### src/odr_pkg.sv
// ----------------------------------------------------------------------------
// odr_pkg: shared definitions for the oscillation detector
// widths of the datapath and the status of the ramp step divider
// ----------------------------------------------------------------------------
package odr_pkg;

  localparam int unsigned TIME_W            = 32;
  localparam int unsigned DATA_W            = 32;
  localparam int unsigned GAIN_W            = 31;
  localparam int unsigned HIT_W             = 8;
  localparam int unsigned CFG_IDX_W         = 4;
  localparam int unsigned PROD_W            = TIME_W + GAIN_W;
  localparam int unsigned DIV_W             = TIME_W;
  localparam int unsigned DIV_CNT_W         = $clog2(PROD_W);
  localparam int unsigned REQUIRED_HITS_DEF = 3;

  typedef struct packed {
    logic busy;
    logic done;
  } div_stat_t;

endpackage

### src/odr_div.sv
// ----------------------------------------------------------------------------
// odr_div: restoring divider for the ramp step
// one quotient bit per cycle, quotient held until the next start
// ----------------------------------------------------------------------------
module odr_div
  import odr_pkg::*;
(
  input  logic              clk,
  input  logic              rst_n,
  input  logic              start,
  input  logic [PROD_W-1:0] dividend,
  input  logic [DIV_W-1:0]  divisor,
  output div_stat_t         stat,
  output logic [PROD_W-1:0] quotient
);

  logic                 busy_r;
  logic                 done_r;
  logic [DIV_CNT_W-1:0] cnt_r;
  logic [DIV_W-1:0]     rem_r;
  logic [DIV_W-1:0]     rem_nxt;
  logic [PROD_W-1:0]    q_r;
  logic [PROD_W-1:0]    q_nxt;
  logic [DIV_W-1:0]     div_r;
  logic [DIV_W:0]       shifted;
  logic [DIV_W:0]       trial;
  logic                 fits;

  // shift in the next dividend bit and try a subtract
  always_comb begin
    shifted = {rem_r, q_r[PROD_W-1]};
    trial   = shifted - {1'b0, div_r};
    fits    = (shifted >= {1'b0, div_r});
    rem_nxt = fits ? trial[DIV_W-1:0] : shifted[DIV_W-1:0];
    q_nxt   = {q_r[PROD_W-2:0], fits};
  end

  always_ff @(posedge clk) begin
    if (!rst_n) begin
      busy_r <= 1'b0;
      done_r <= 1'b0;
      cnt_r  <= '0;
    end else begin
      // done pulses for one cycle after the last quotient bit
      done_r <= !start && busy_r && (cnt_r == '0);
      if (start) begin
        busy_r <= 1'b1;
        cnt_r  <= DIV_CNT_W'(PROD_W - 1);
      end else if (busy_r) begin
        if (cnt_r == '0) begin
          busy_r <= 1'b0;
        end
        cnt_r <= cnt_r - 1'b1;
      end
    end
  end

  always_ff @(posedge clk) begin
    if (start) begin
      rem_r <= '0;
      q_r   <= dividend;
      div_r <= divisor;
    end else if (busy_r) begin
      rem_r <= rem_nxt;
      q_r   <= q_nxt;
    end
  end

  assign stat.busy = busy_r;
  assign stat.done = done_r;
  assign quotient  = q_r;

endmodule

### src/oscillation_detect_damping_ramp.sv
// ----------------------------------------------------------------------------
// oscillation_detect_damping_ramp: pedal oscillation detector, gain ramp
// velocity sign flips qualified by half period and swing, hit counting,
// hold after confirmation and a linear damping gain ramp
// ----------------------------------------------------------------------------
//
//  channel   direction  handshake            payload
//  in_       input      in_valid / in_ready  velocity, position, timestamp
//  out_      output     out_valid/out_ready  damping_add, oscillating, hit_count
//  cfg_      input      cfg_valid/cfg_ready  cfg_index, cfg_data
//
//  one item at a time: in_ready is high only while the sequencer is idle
//  an item takes longest when the ramp steps, set by the 63-step divider
//  that forms floor(elapsed * max_gain / ramp_time); when the gain jumps
//  (first item or ramp_time zero) the divider is skipped, and a disabled
//  item goes straight to the last step
//  the result sits in an output register; the next item is taken while it
//  waits, and the sequencer stalls at its last step only if it is still full
//  rst_n is synchronous, active low; control and config registers get defaults
//  cfg_ready is always high
//
module oscillation_detect_damping_ramp
  import odr_pkg::*;
#(
  parameter int unsigned REQUIRED_HITS = REQUIRED_HITS_DEF
) (
  input  logic                 clk,
  input  logic                 rst_n,
  input  logic                 in_valid,
  output logic                 in_ready,
  input  logic [DATA_W-1:0]    in_velocity,
  input  logic [DATA_W-1:0]    in_position,
  input  logic [TIME_W-1:0]    in_timestamp,
  output logic                 out_valid,
  input  logic                 out_ready,
  output logic [GAIN_W-1:0]    out_damping_add,
  output logic                 out_oscillating,
  output logic [HIT_W-1:0]     out_hit_count,
  input  logic                 cfg_valid,
  output logic                 cfg_ready,
  input  logic [CFG_IDX_W-1:0] cfg_index,
  input  logic [DATA_W-1:0]    cfg_data
);

  // register indexes
  localparam logic [CFG_IDX_W-1:0] CFG_ENABLE   = CFG_IDX_W'(0);
  localparam logic [CFG_IDX_W-1:0] CFG_BAND     = CFG_IDX_W'(1);
  localparam logic [CFG_IDX_W-1:0] CFG_MIN_HP   = CFG_IDX_W'(2);
  localparam logic [CFG_IDX_W-1:0] CFG_MAX_HP   = CFG_IDX_W'(3);
  localparam logic [CFG_IDX_W-1:0] CFG_MIN_SW   = CFG_IDX_W'(4);
  localparam logic [CFG_IDX_W-1:0] CFG_HOLD     = CFG_IDX_W'(5);
  localparam logic [CFG_IDX_W-1:0] CFG_RAMP     = CFG_IDX_W'(6);
  localparam logic [CFG_IDX_W-1:0] CFG_MAX_GAIN = CFG_IDX_W'(7);

  // velocity sign codes
  localparam logic [1:0] SGN_NONE = 2'b00;
  localparam logic [1:0] SGN_POS  = 2'b01;
  localparam logic [1:0] SGN_NEG  = 2'b10;

  localparam logic [HIT_W-1:0] REQ_HITS = HIT_W'(REQUIRED_HITS);

  typedef enum logic [2:0] {
    S_IDLE,
    S_SIGN,
    S_QUAL,
    S_OSC,
    S_MUL,
    S_DIV,
    S_FIN
  } state_t;

  state_t state_r;

  // configuration
  logic              enable_r;
  logic [GAIN_W-1:0] band_r;
  logic [TIME_W-1:0] min_hp_r;
  logic [TIME_W-1:0] max_hp_r;
  logic [GAIN_W-1:0] min_swing_r;
  logic [TIME_W-1:0] hold_r;
  logic [TIME_W-1:0] ramp_r;
  logic [GAIN_W-1:0] max_gain_r;

  // detector state
  logic [1:0]        last_sign_r;
  logic              flip_seen_r;
  logic [TIME_W-1:0] last_flip_time_r;
  logic [DATA_W-1:0] last_peak_r;
  logic [HIT_W-1:0]  hits_r;
  logic              confirmed_r;
  logic [TIME_W-1:0] last_confirm_r;
  logic              update_seen_r;
  logic [TIME_W-1:0] last_update_r;
  logic [GAIN_W-1:0] gain_r;

  // per item working registers
  logic [DATA_W-1:0] vel_r;
  logic [DATA_W-1:0] pos_r;
  logic [TIME_W-1:0] ts_r;
  logic [1:0]        sgn_r;
  logic              flip_r;
  logic [TIME_W-1:0] half_r;
  logic [DATA_W:0]   dpos_r;
  logic              osc_r;
  logic [GAIN_W-1:0] target_r;
  logic [TIME_W-1:0] dt_r;
  logic [PROD_W-1:0] prod_r;
  logic [GAIN_W-1:0] diff_r;
  logic              up_r;

  // output register
  logic              out_valid_r;
  logic [GAIN_W-1:0] out_damping_r;
  logic              out_osc_r;
  logic [HIT_W-1:0]  out_hits_r;

  // divider
  logic              div_start;
  div_stat_t         div_stat;
  logic [PROD_W-1:0] div_q;

  // combinational helpers
  logic              accept;
  logic              out_free;
  logic [DATA_W:0]   vel_ext;
  logic [DATA_W:0]   neg_band;
  logic [1:0]        sgn_c;
  logic              flip_c;
  logic [DATA_W:0]   swing_c;
  logic              qual_c;
  logic [HIT_W-1:0]  hits_inc;
  logic              osc_c;
  logic              jump_c;
  logic              step_ge;
  logic [GAIN_W-1:0] ramp_gain;
  logic [TIME_W-1:0] since_confirm;

  assign accept    = in_valid && in_ready;
  assign in_ready  = (state_r == S_IDLE);
  assign cfg_ready = 1'b1;
  assign out_free  = !out_valid_r || out_ready;

  // sign with dead band: above band is positive, below minus band negative
  always_comb begin
    vel_ext  = {vel_r[DATA_W-1], vel_r};
    neg_band = (DATA_W+1)'(0) - {2'b00, band_r};
    if ($signed(vel_ext) > $signed({2'b00, band_r})) begin
      sgn_c = SGN_POS;
    end else if ($signed(vel_ext) < $signed(neg_band)) begin
      sgn_c = SGN_NEG;
    end else begin
      sgn_c = SGN_NONE;
    end
    flip_c = (sgn_c != SGN_NONE) && (last_sign_r != SGN_NONE) && (sgn_c != last_sign_r);
  end

  // flip qualification: half period window and swing, exact in 33 bits
  always_comb begin
    swing_c  = dpos_r[DATA_W] ? ((DATA_W+1)'(0) - dpos_r) : dpos_r;
    qual_c   = (half_r >= min_hp_r) && (half_r <= max_hp_r) &&
               (swing_c >= {2'b00, min_swing_r});
    hits_inc = (hits_r < REQ_HITS) ? hits_r + 1'b1 : hits_r;
  end

  // hold window after the last confirmation
  assign since_confirm = ts_r - last_confirm_r;
  assign osc_c         = confirmed_r && (since_confirm <= hold_r);

  // first update or zero ramp time jumps straight to the target
  assign jump_c    = !update_seen_r || (ramp_r == '0);
  assign div_start = (state_r == S_MUL) && !jump_c;

  // step never carries the gain past the target
  always_comb begin
    step_ge = (|div_q[PROD_W-1:GAIN_W]) || (div_q[GAIN_W-1:0] >= diff_r);
    if (step_ge) begin
      ramp_gain = target_r;
    end else if (up_r) begin
      ramp_gain = gain_r + div_q[GAIN_W-1:0];
    end else begin
      ramp_gain = gain_r - div_q[GAIN_W-1:0];
    end
  end

  odr_div u_div (
    .clk      (clk),
    .rst_n    (rst_n),
    .start    (div_start),
    .dividend (prod_r),
    .divisor  (ramp_r),
    .stat     (div_stat),
    .quotient (div_q)
  );

  // sequencer, configuration, detector state and output valid
  always_ff @(posedge clk) begin
    if (!rst_n) begin
      state_r          <= S_IDLE;
      enable_r         <= 1'b0;
      band_r           <= GAIN_W'(65536);
      min_hp_r         <= TIME_W'(2000);
      max_hp_r         <= TIME_W'(50000);
      min_swing_r      <= GAIN_W'(32768);
      hold_r           <= TIME_W'(200000);
      ramp_r           <= TIME_W'(50000);
      max_gain_r       <= GAIN_W'(65536);
      last_sign_r      <= SGN_NONE;
      flip_seen_r      <= 1'b0;
      last_flip_time_r <= '0;
      last_peak_r      <= '0;
      hits_r           <= '0;
      confirmed_r      <= 1'b0;
      last_confirm_r   <= '0;
      update_seen_r    <= 1'b0;
      last_update_r    <= '0;
      gain_r           <= '0;
      out_valid_r      <= 1'b0;
    end else begin
      if (cfg_valid) begin
        case (cfg_index)
          CFG_ENABLE:   enable_r    <= cfg_data[0];
          CFG_BAND:     band_r      <= cfg_data[GAIN_W-1:0];
          CFG_MIN_HP:   min_hp_r    <= cfg_data;
          CFG_MAX_HP:   max_hp_r    <= cfg_data;
          CFG_MIN_SW:   min_swing_r <= cfg_data[GAIN_W-1:0];
          CFG_HOLD:     hold_r      <= cfg_data;
          CFG_RAMP:     ramp_r      <= cfg_data;
          CFG_MAX_GAIN: max_gain_r  <= cfg_data[GAIN_W-1:0];
          default: ;
        endcase
      end

      // result register: filled at the last step, emptied when taken
      if ((state_r == S_FIN) && out_free) begin
        out_valid_r <= 1'b1;
      end else if (out_ready) begin
        out_valid_r <= 1'b0;
      end

      case (state_r)
        S_IDLE: begin
          if (accept) begin
            state_r <= enable_r ? S_SIGN : S_FIN;
          end
        end
        S_SIGN: begin
          state_r <= S_QUAL;
        end
        S_QUAL: begin
          if (flip_r) begin
            if (flip_seen_r) begin
              if (qual_c) begin
                hits_r <= hits_inc;
                if (hits_inc >= REQ_HITS) begin
                  confirmed_r    <= 1'b1;
                  last_confirm_r <= ts_r;
                end
              end else begin
                hits_r <= '0;
              end
            end
            last_peak_r      <= pos_r;
            last_flip_time_r <= ts_r;
            flip_seen_r      <= 1'b1;
          end
          if (sgn_r != SGN_NONE) begin
            last_sign_r <= sgn_r;
          end
          state_r <= S_OSC;
        end
        S_OSC: begin
          state_r <= S_MUL;
        end
        S_MUL: begin
          if (jump_c) begin
            gain_r  <= target_r;
            state_r <= S_FIN;
          end else begin
            state_r <= S_DIV;
          end
        end
        S_DIV: begin
          if (div_stat.done) begin
            gain_r  <= ramp_gain;
            state_r <= S_FIN;
          end
        end
        S_FIN: begin
          if (out_free) begin
            if (enable_r) begin
              update_seen_r <= 1'b1;
              last_update_r <= ts_r;
            end
            state_r <= S_IDLE;
          end
        end
        default: state_r <= S_IDLE;
      endcase
    end
  end

  // item datapath and output payload
  always_ff @(posedge clk) begin
    if (accept) begin
      vel_r <= in_velocity;
      pos_r <= in_position;
      ts_r  <= in_timestamp;
    end
    if (state_r == S_SIGN) begin
      sgn_r  <= sgn_c;
      flip_r <= flip_c;
      half_r <= ts_r - last_flip_time_r;
      dpos_r <= {pos_r[DATA_W-1], pos_r} - {last_peak_r[DATA_W-1], last_peak_r};
      dt_r   <= ts_r - last_update_r;
    end
    // product is ready before the divider starts
    if (state_r == S_OSC) begin
      osc_r    <= osc_c;
      target_r <= osc_c ? max_gain_r : '0;
      prod_r   <= PROD_W'(dt_r) * PROD_W'(max_gain_r);
    end
    if (state_r == S_MUL) begin
      up_r   <= (target_r > gain_r);
      diff_r <= (target_r > gain_r) ? target_r - gain_r : gain_r - target_r;
    end
    if ((state_r == S_FIN) && out_free) begin
      out_damping_r <= enable_r ? gain_r : '0;
      out_osc_r     <= enable_r && osc_r;
      out_hits_r    <= enable_r ? hits_r : '0;
    end
  end

  assign out_valid       = out_valid_r;
  assign out_damping_add = out_damping_r;
  assign out_oscillating = out_osc_r;
  assign out_hit_count   = out_hits_r;

endmodule

### config.mk
export PLATFORM = sky130hd
export DESIGN_NAME = oscillation_detect_damping_ramp
export DESIGN_NICKNAME = d
export VERILOG_FILES = /design/src/odr_pkg.sv /design/src/odr_div.sv /design/src/oscillation_detect_damping_ramp.sv
export SDC_FILE = /design/constraint.sdc
export NUM_CORES = 2
export LEC_CHECK = 0
export BUFFER_PORTS_ARGS = -buffer_cell sky130_fd_sc_hd__buf_2
export CORE_UTILIZATION = 44
export DETAILED_ROUTE_END_ITERATION = 12
export SETUP_SLACK_MARGIN = 0.15
export SLEW_MARGIN = 20
export SYNTH_ARGS = -nofsm -noshare
export SYNTH_HDL_FRONTEND = slang
export SYNTH_SLANG_ARGS = --single-unit
### constraint.sdc
create_clock -name clk -period 14.5 [get_ports clk]
set_input_delay 2.9 -clock clk [delete_from_list [all_inputs] [get_ports clk]]
set_output_delay 2.9 -clock clk [all_outputs]
set_load 0.02 [all_outputs]
Word-level counts from Yosys, hierarchy flattened
Cells that the tools add are included.
Storage, ports and cells
  register bits after elaboration: 896
  latch bits: 0
  RAM bits: 0
  memory bits (read-only): 0
  input port bits: 137
  memories: 0
Operators by class
  add/subtract/negate cells: 13
  $mul: 1
  divide/modulo/power cells: 0
  $lt $le $gt $ge: 11
  eq/ne operators: 18
  shifts and indexed selects: 0
  multiplexer cells: 27
  bitwise operators: 1
  reduce and logical (&&, ||, !) cells: 45
Operators by type and width (count)
  31-bit two-way mux: 5
  32-bit subtractor: 4
  63-bit two-way mux: 2
  31-bit subtractor: 3
  32-bit <= comparator: 2
  32-bit by 31-bit multiplier with 63-bit output: 1
  31-bit one-hot mux with 2 select lines: 1
  33-bit by 31-bit >= comparator with 1-bit output: 1
  33-bit by 32-bit >= comparator with 1-bit output: 1
  33-bit two-way mux: 1
  1-bit by 33-bit subtractor with 33-bit output, first input constant: 1
  32-bit by 32-bit subtractor with 33-bit output: 1
  32-bit >= comparator: 1
  32-bit greater-than comparator: 1
  32-bit zero test: 1
  32-bit < comparator: 1
  32-bit two-way mux: 1
  32-bit OR reduction: 1
  1-bit by 31-bit subtractor with 32-bit output, first input constant: 1
  31-bit adder: 1
  31-bit >= comparator: 1
  31-bit greater-than comparator: 1
  3-bit one-hot mux with 7 select lines: 1
  2-bit AND reduction: 10
  other kinds (29): 72

Depth between registers and ports, before layout
  depth in word-level cells: 7
  gate-level depth with buffers: 31

Modules after synthesis
A second synthesis with hierarchy kept.
Unflattened totals
  cells, all modules: 9080
  area total of the unflattened synthesis: 83211.1 um^2
By module, submodules not included
  oscillation_detect_damping_ramp: times used 1, cells an instance 8410, area each 75860.3 um^2, sequential area each 18868.1 um^2
  odr_div: times used 1, cells an instance 670, area each 7350.8 um^2, sequential area each 3653.5 um^2

Least setup slack after synthesis
Ideal clock, no wire load.
  kind: flip-flop to flip-flop
  start: register state_r[0]
  end: register dpos_r[0], enable pin
  data arrival time: 7.866 ns
  slack: 5.932 ns
  cell stages (with the launch flop): 3
  clock period less this slack: 8.568 ns
  path through: dfxtp_1 -> clkbuf_1 -> nor3b_1
On the way
  cells in the longest elaborated chain, start to end: 1
Ends and longest elaborated chain
  from (decl): RTL line oscillation_detect_damping_ramp.sv:72  | state_t state_r;
  from (signal assigned): RTL line oscillation_detect_damping_ramp.sv:243  | state_r <= enable_r ? S_SIGN : S_FIN;
  3-bit by 1-bit == test with 1-bit output: RTL line oscillation_detect_damping_ramp.sv:309  | if (state_r == S_SIGN) begin
  to (signal assigned): RTL line oscillation_detect_damping_ramp.sv:313  | dpos_r <= {pos_r[DATA_W-1], pos_r} - {last_peak_r[DATA_W-1], last_peak_r};
  to (decl): RTL line oscillation_detect_damping_ramp.sv:103  | logic [DATA_W:0] dpos_r;
No other way between the ends.
A chain may end at the register's enable or synchronous reset.

Final worst setup path
  start: register dt_r[13]
  end: register prod_r[59] (data pin)
On the way
  cells in the longest elaborated chain, start to end: 1
Ends and longest elaborated chain
  from (decl): RTL line oscillation_detect_damping_ramp.sv:106  | logic [TIME_W-1:0] dt_r;
  from (signal assigned): RTL line oscillation_detect_damping_ramp.sv:314  | dt_r <= ts_r - last_update_r;
  32-bit by 31-bit multiplier with 63-bit output: RTL line oscillation_detect_damping_ramp.sv:320  | prod_r <= PROD_W'(dt_r) * PROD_W'(max_gain_r);
  to (signal assigned): RTL line oscillation_detect_damping_ramp.sv:320
  to (decl): RTL line oscillation_detect_damping_ramp.sv:107  | logic [PROD_W-1:0] prod_r;
No other way between the ends.

==> results.yml <==
outcome:
  status: "complete, no violations"
clocking:
  clk_latency_ns: 0.75
  path_clk_slew_ns: 0.07
  cts_tree: "built"
  cts_resized: 0
  h-tree-depth: 3
  cts_buffers: 96
  cts.sink_count: 896
  cts_setup_buffers: 0
  cts_root_buf: "clkbuf_16"
  postCtsHoldBufs: 0
  cts_buffer_depth: 3
place:
  place.gp.congestion: 0.905
  pre_cts_slack_ns: 6.08
  hpwl_mm: 172
  place_inst: 11405
  io_buffers: 178
routing:
  ant_nets: 0
  wl_met2_mm: 112
  drt-initial-drc-count: 4039
  drc: 0
  dr.pass1.iters: 5
  wirelength_mm: 229
  routed.top_layer: "met4"
  wl_met1_mm: 99.9
  via_per_inst: 5.36
  route.met3.wl_mm: 11.7
  vias: 62172
  wire_per_inst_um: 19.8
global_route:
  grt_antenna_before_repair: 5
  overflow: 0
  grt_max_degree: 110
  grt_pass1_wl_mm: 363
  grt_pass1_vias: 63707
  grt_usage_pct: 24.3
yosys:
  synth_ff_type: "edfxtp_1"
  yosysUniqueCellTypes: 77
  async_reset_ff_share_pct: 0
  yosys_warnings: 0
  synth_edf_count: 458
  syn_avg_cell_area_um2: 9.10
  postSynthCellCount: 9068
  seq_area_frac_synth_pct: 27.3
  synthesis.nets: 10809
  synth_area_um2: 82500
  ys_seq_elements: 896
worst_setup_path:
  critPathArrivalTime_ns: 9.03
  crit_fanout: 31
  reg2reg_depth: 24
  cp-start-kind: "flop"
  r2r-end: "prod_r[59]"
  crit_end: "prod_r[59]"
  critical_path_class: "flop to flop"
  required_ns: 15.01
  crit_path_start: "dt_r[13]"
  end_kind: "flop"
  timing.rr.start: "dt_r[13]"
  rrSetupSlack_ns: 5.99
timing:
  timing.fmax_mhz: 117
  rsz0062_at_grt: "no"
  tns_ns: 0
  fin_skew_ns: 0.0592
  finalSetupViolCount: 0
  timing.hold.ws_ns: 0.441
  period_needed_ns: 8.51
  min_period_over_period_pct: 58.7
  slew_headroom_pct: 23.5
  slew_viol_final: 0
  hold_violations: 0
  worstMarginPinSlew_ns: 1.14
  worst_slack_ns: 5.99
min_path:
  hp-class: "flop to flop"
finish:
  num-fill-cells: 17611
  layout-drive-gt1-share_pct: 5.31
  final_cells: 11590
  syn_to_final_growth_pct: 7.88
  fin_nets: 10767
floorplan:
  io_pins: 180
  die_x_um: 435
  dieArea_um2: 189000
  die_h_um: 435
  fp.coreArea_um2: 186000
  rows: 158
  initial_utilization_pct: 44.4
power_and_ir_drop:
  powerDensity_nw_per_um2: 82.7
  intPower_mw: 4.99
  switching_power_mw: 2.36
  vdd_drop_max_mv: 0.103
  switching_share_pct: 32.1
  seq_power_share_pct: 40.1
  leakage_nw: 39.1
  clkPwrFrac_pct: 34.7
  pwr-share-comb_pct: 25.2
flow_run:
  drv_cap: 0
## cells by family (layout without fill, tap and decap cells)
family          Yosys count  count (layout)  share of synthesized area (%)
fa+ha+maj              1604            1604                           32.3
simple gates           2866            2866                           16.4
flops                   896             896                           27.3
mux                      60              60                          0.737
buf+inv                1744            1783                           7.97
xor+xnor                341             341                           3.62
compound gates         1556            1556                           11.6
other cells               1               4                        0.00455
## flip-flops by register name, indices dropped and copies added, names as in the netlist, 32 cells and up
signal,cells
pos_r,32
last_update_r,32
max_hp_r,32
dt_r,32
half_r,32
u_div.div_r,32
last_confirm_r,32
prod_r,63
last_peak_r,32
hold_r,32
ramp_r,32
min_hp_r,32
last_flip_time_r,32
vel_r,32
u_div.quotient,63
dpos_r,33
u_div.rem_r,32
ts_r,32
## worst max-delay path, stage by stage, from the launching register on
cell	delay, ns
edfxtp_1	0.36
buf_4	0.26
and2_1	0.25
fa_1	0.56
fa_1	0.44
fa_1	0.51
inv_1	0.05
fa_1	0.48
inv_1	0.05
fa_1	0.50
inv_1	0.06
fa_1	0.55
inv_1	0.06
fa_1	0.50
fa_1	0.43
ha_1	0.38
nand3_1	0.12
o31ai_1	0.56
a221oi_1	0.30
o31ai_1	0.64
a31o_2	0.31
a21boi_0	0.19
o21ai_0	0.34
o41ai_1	0.11
a31o_2	0.21
## worst min-delay path by stage
stage | start | endpoint | slack, ns | cells after the start
floorplan | hits_r[6] | hits_r[6] | 0.42 | 2
global placement | hits_r[3] | hits_r[3] | 0.43 | 2
detailed placement | hits_r[4] | hits_r[4] | 0.43 | 2
CTS | hits_r[4] | hits_r[4] | 0.44 | 2
global route | hits_r[2] | hits_r[2] | 0.47 | 2
finish | hits_r[4] | hits_r[4] | 0.44 | 2
## cell usage after synthesis, types with 48 or more instances
cell / instances / area share, %
and2_1: 634 / 4.8
xor2_1: 101 / 1.1
inv_1: 1321 / 6.0
nand2b_1: 55 / 0.42
nand3_1: 87 / 0.53
nand4_1: 87 / 0.66
fa_1: 874 / 21
o21bai_1: 57 / 0.52
xnor2_1: 240 / 2.5
ha_1: 730 / 11
dfxtp_1: 438 / 11
nor2b_1: 93 / 0.71
nor3_1: 53 / 0.32
nand2_1: 1474 / 6.7
a21oi_1: 631 / 3.8
nor2_1: 244 / 1.1
o211ai_1: 48 / 0.44
a21o_1: 201 / 1.8
a21boi_0: 71 / 0.65
o21ai_0: 272 / 1.7
edfxtp_1: 458 / 17
mux2i_1: 54 / 0.66
clkbuf_1: 401 / 1.8
## layout by cell type, fill, tap and decap left out, types with 54 or more instances in the layout
cell type,synthesis,final
clkbuf_16,0,102
nor2_1,244,240
o21bai_1,57,57
mux2i_1,54,54
nand2b_1,55,54
a21boi_0,71,71
nor2b_1,93,93
buf_4,1,101
and2_1,634,631
buf_2,0,177
fa_1,874,874
nand4_1,87,87
a21oi_1,631,631
o21ai_0,272,272
nand2_1,1474,1472
xor2_1,101,101
dfxtp_1,438,436
ha_1,730,730
edfxtp_1,458,458
inv_1,1321,1320
a21o_1,201,201
xnor2_1,240,240
nand3_1,87,86
## metrics by stage
stage	power [mW]	util [%]	cell area (um2)
floorplan	4.27	-	82500
global placement	4.81	46.1	85700
detailed placement	4.84	46.1	85700
CTS	7.41	47.9	88900
global route	7.73	47.9	89000
finish	7.36	47.9	89000
## layout make-up
type / count / area (um2) / area share (%)
multi-input cells: 6428 / 53500 / 60.1
flip-flops and latches: 896 / 22500 / 25.3
inverters: 1323 / 4970 / 5.59
well taps: 2480 / 3100 / 3.49
clock buffers: 128 / 2680 / 3.01
repair buffers: 281 / 1690 / 1.90
clock inverters: 51 / 537 / 0.603
diodes: 3 / 7.51 / 0.00844
## power groups by stage
stage	Sequential, mW	Combinational (mW)	Clock, mW
finish	2.95	1.86	2.55
global route	2.96	2.07	2.70
CTS	2.95	1.86	2.61
detailed placement	3.00	1.84	0
global placement	3.00	1.81	0
floorplan	2.96	1.31	0
## routing by layer
| metal | vias up | global-route usage [%] |
|---|---|---|
| met5 | - | 0 |
| met4 | 0 | 5.91 |
| li1 | 29324 | - |
| met1 | 30953 | 32.5 |
| met2 | 1580 | 41.9 |
| met3 | 315 | 2.72 |
Power figures use the tool's default switching activity.
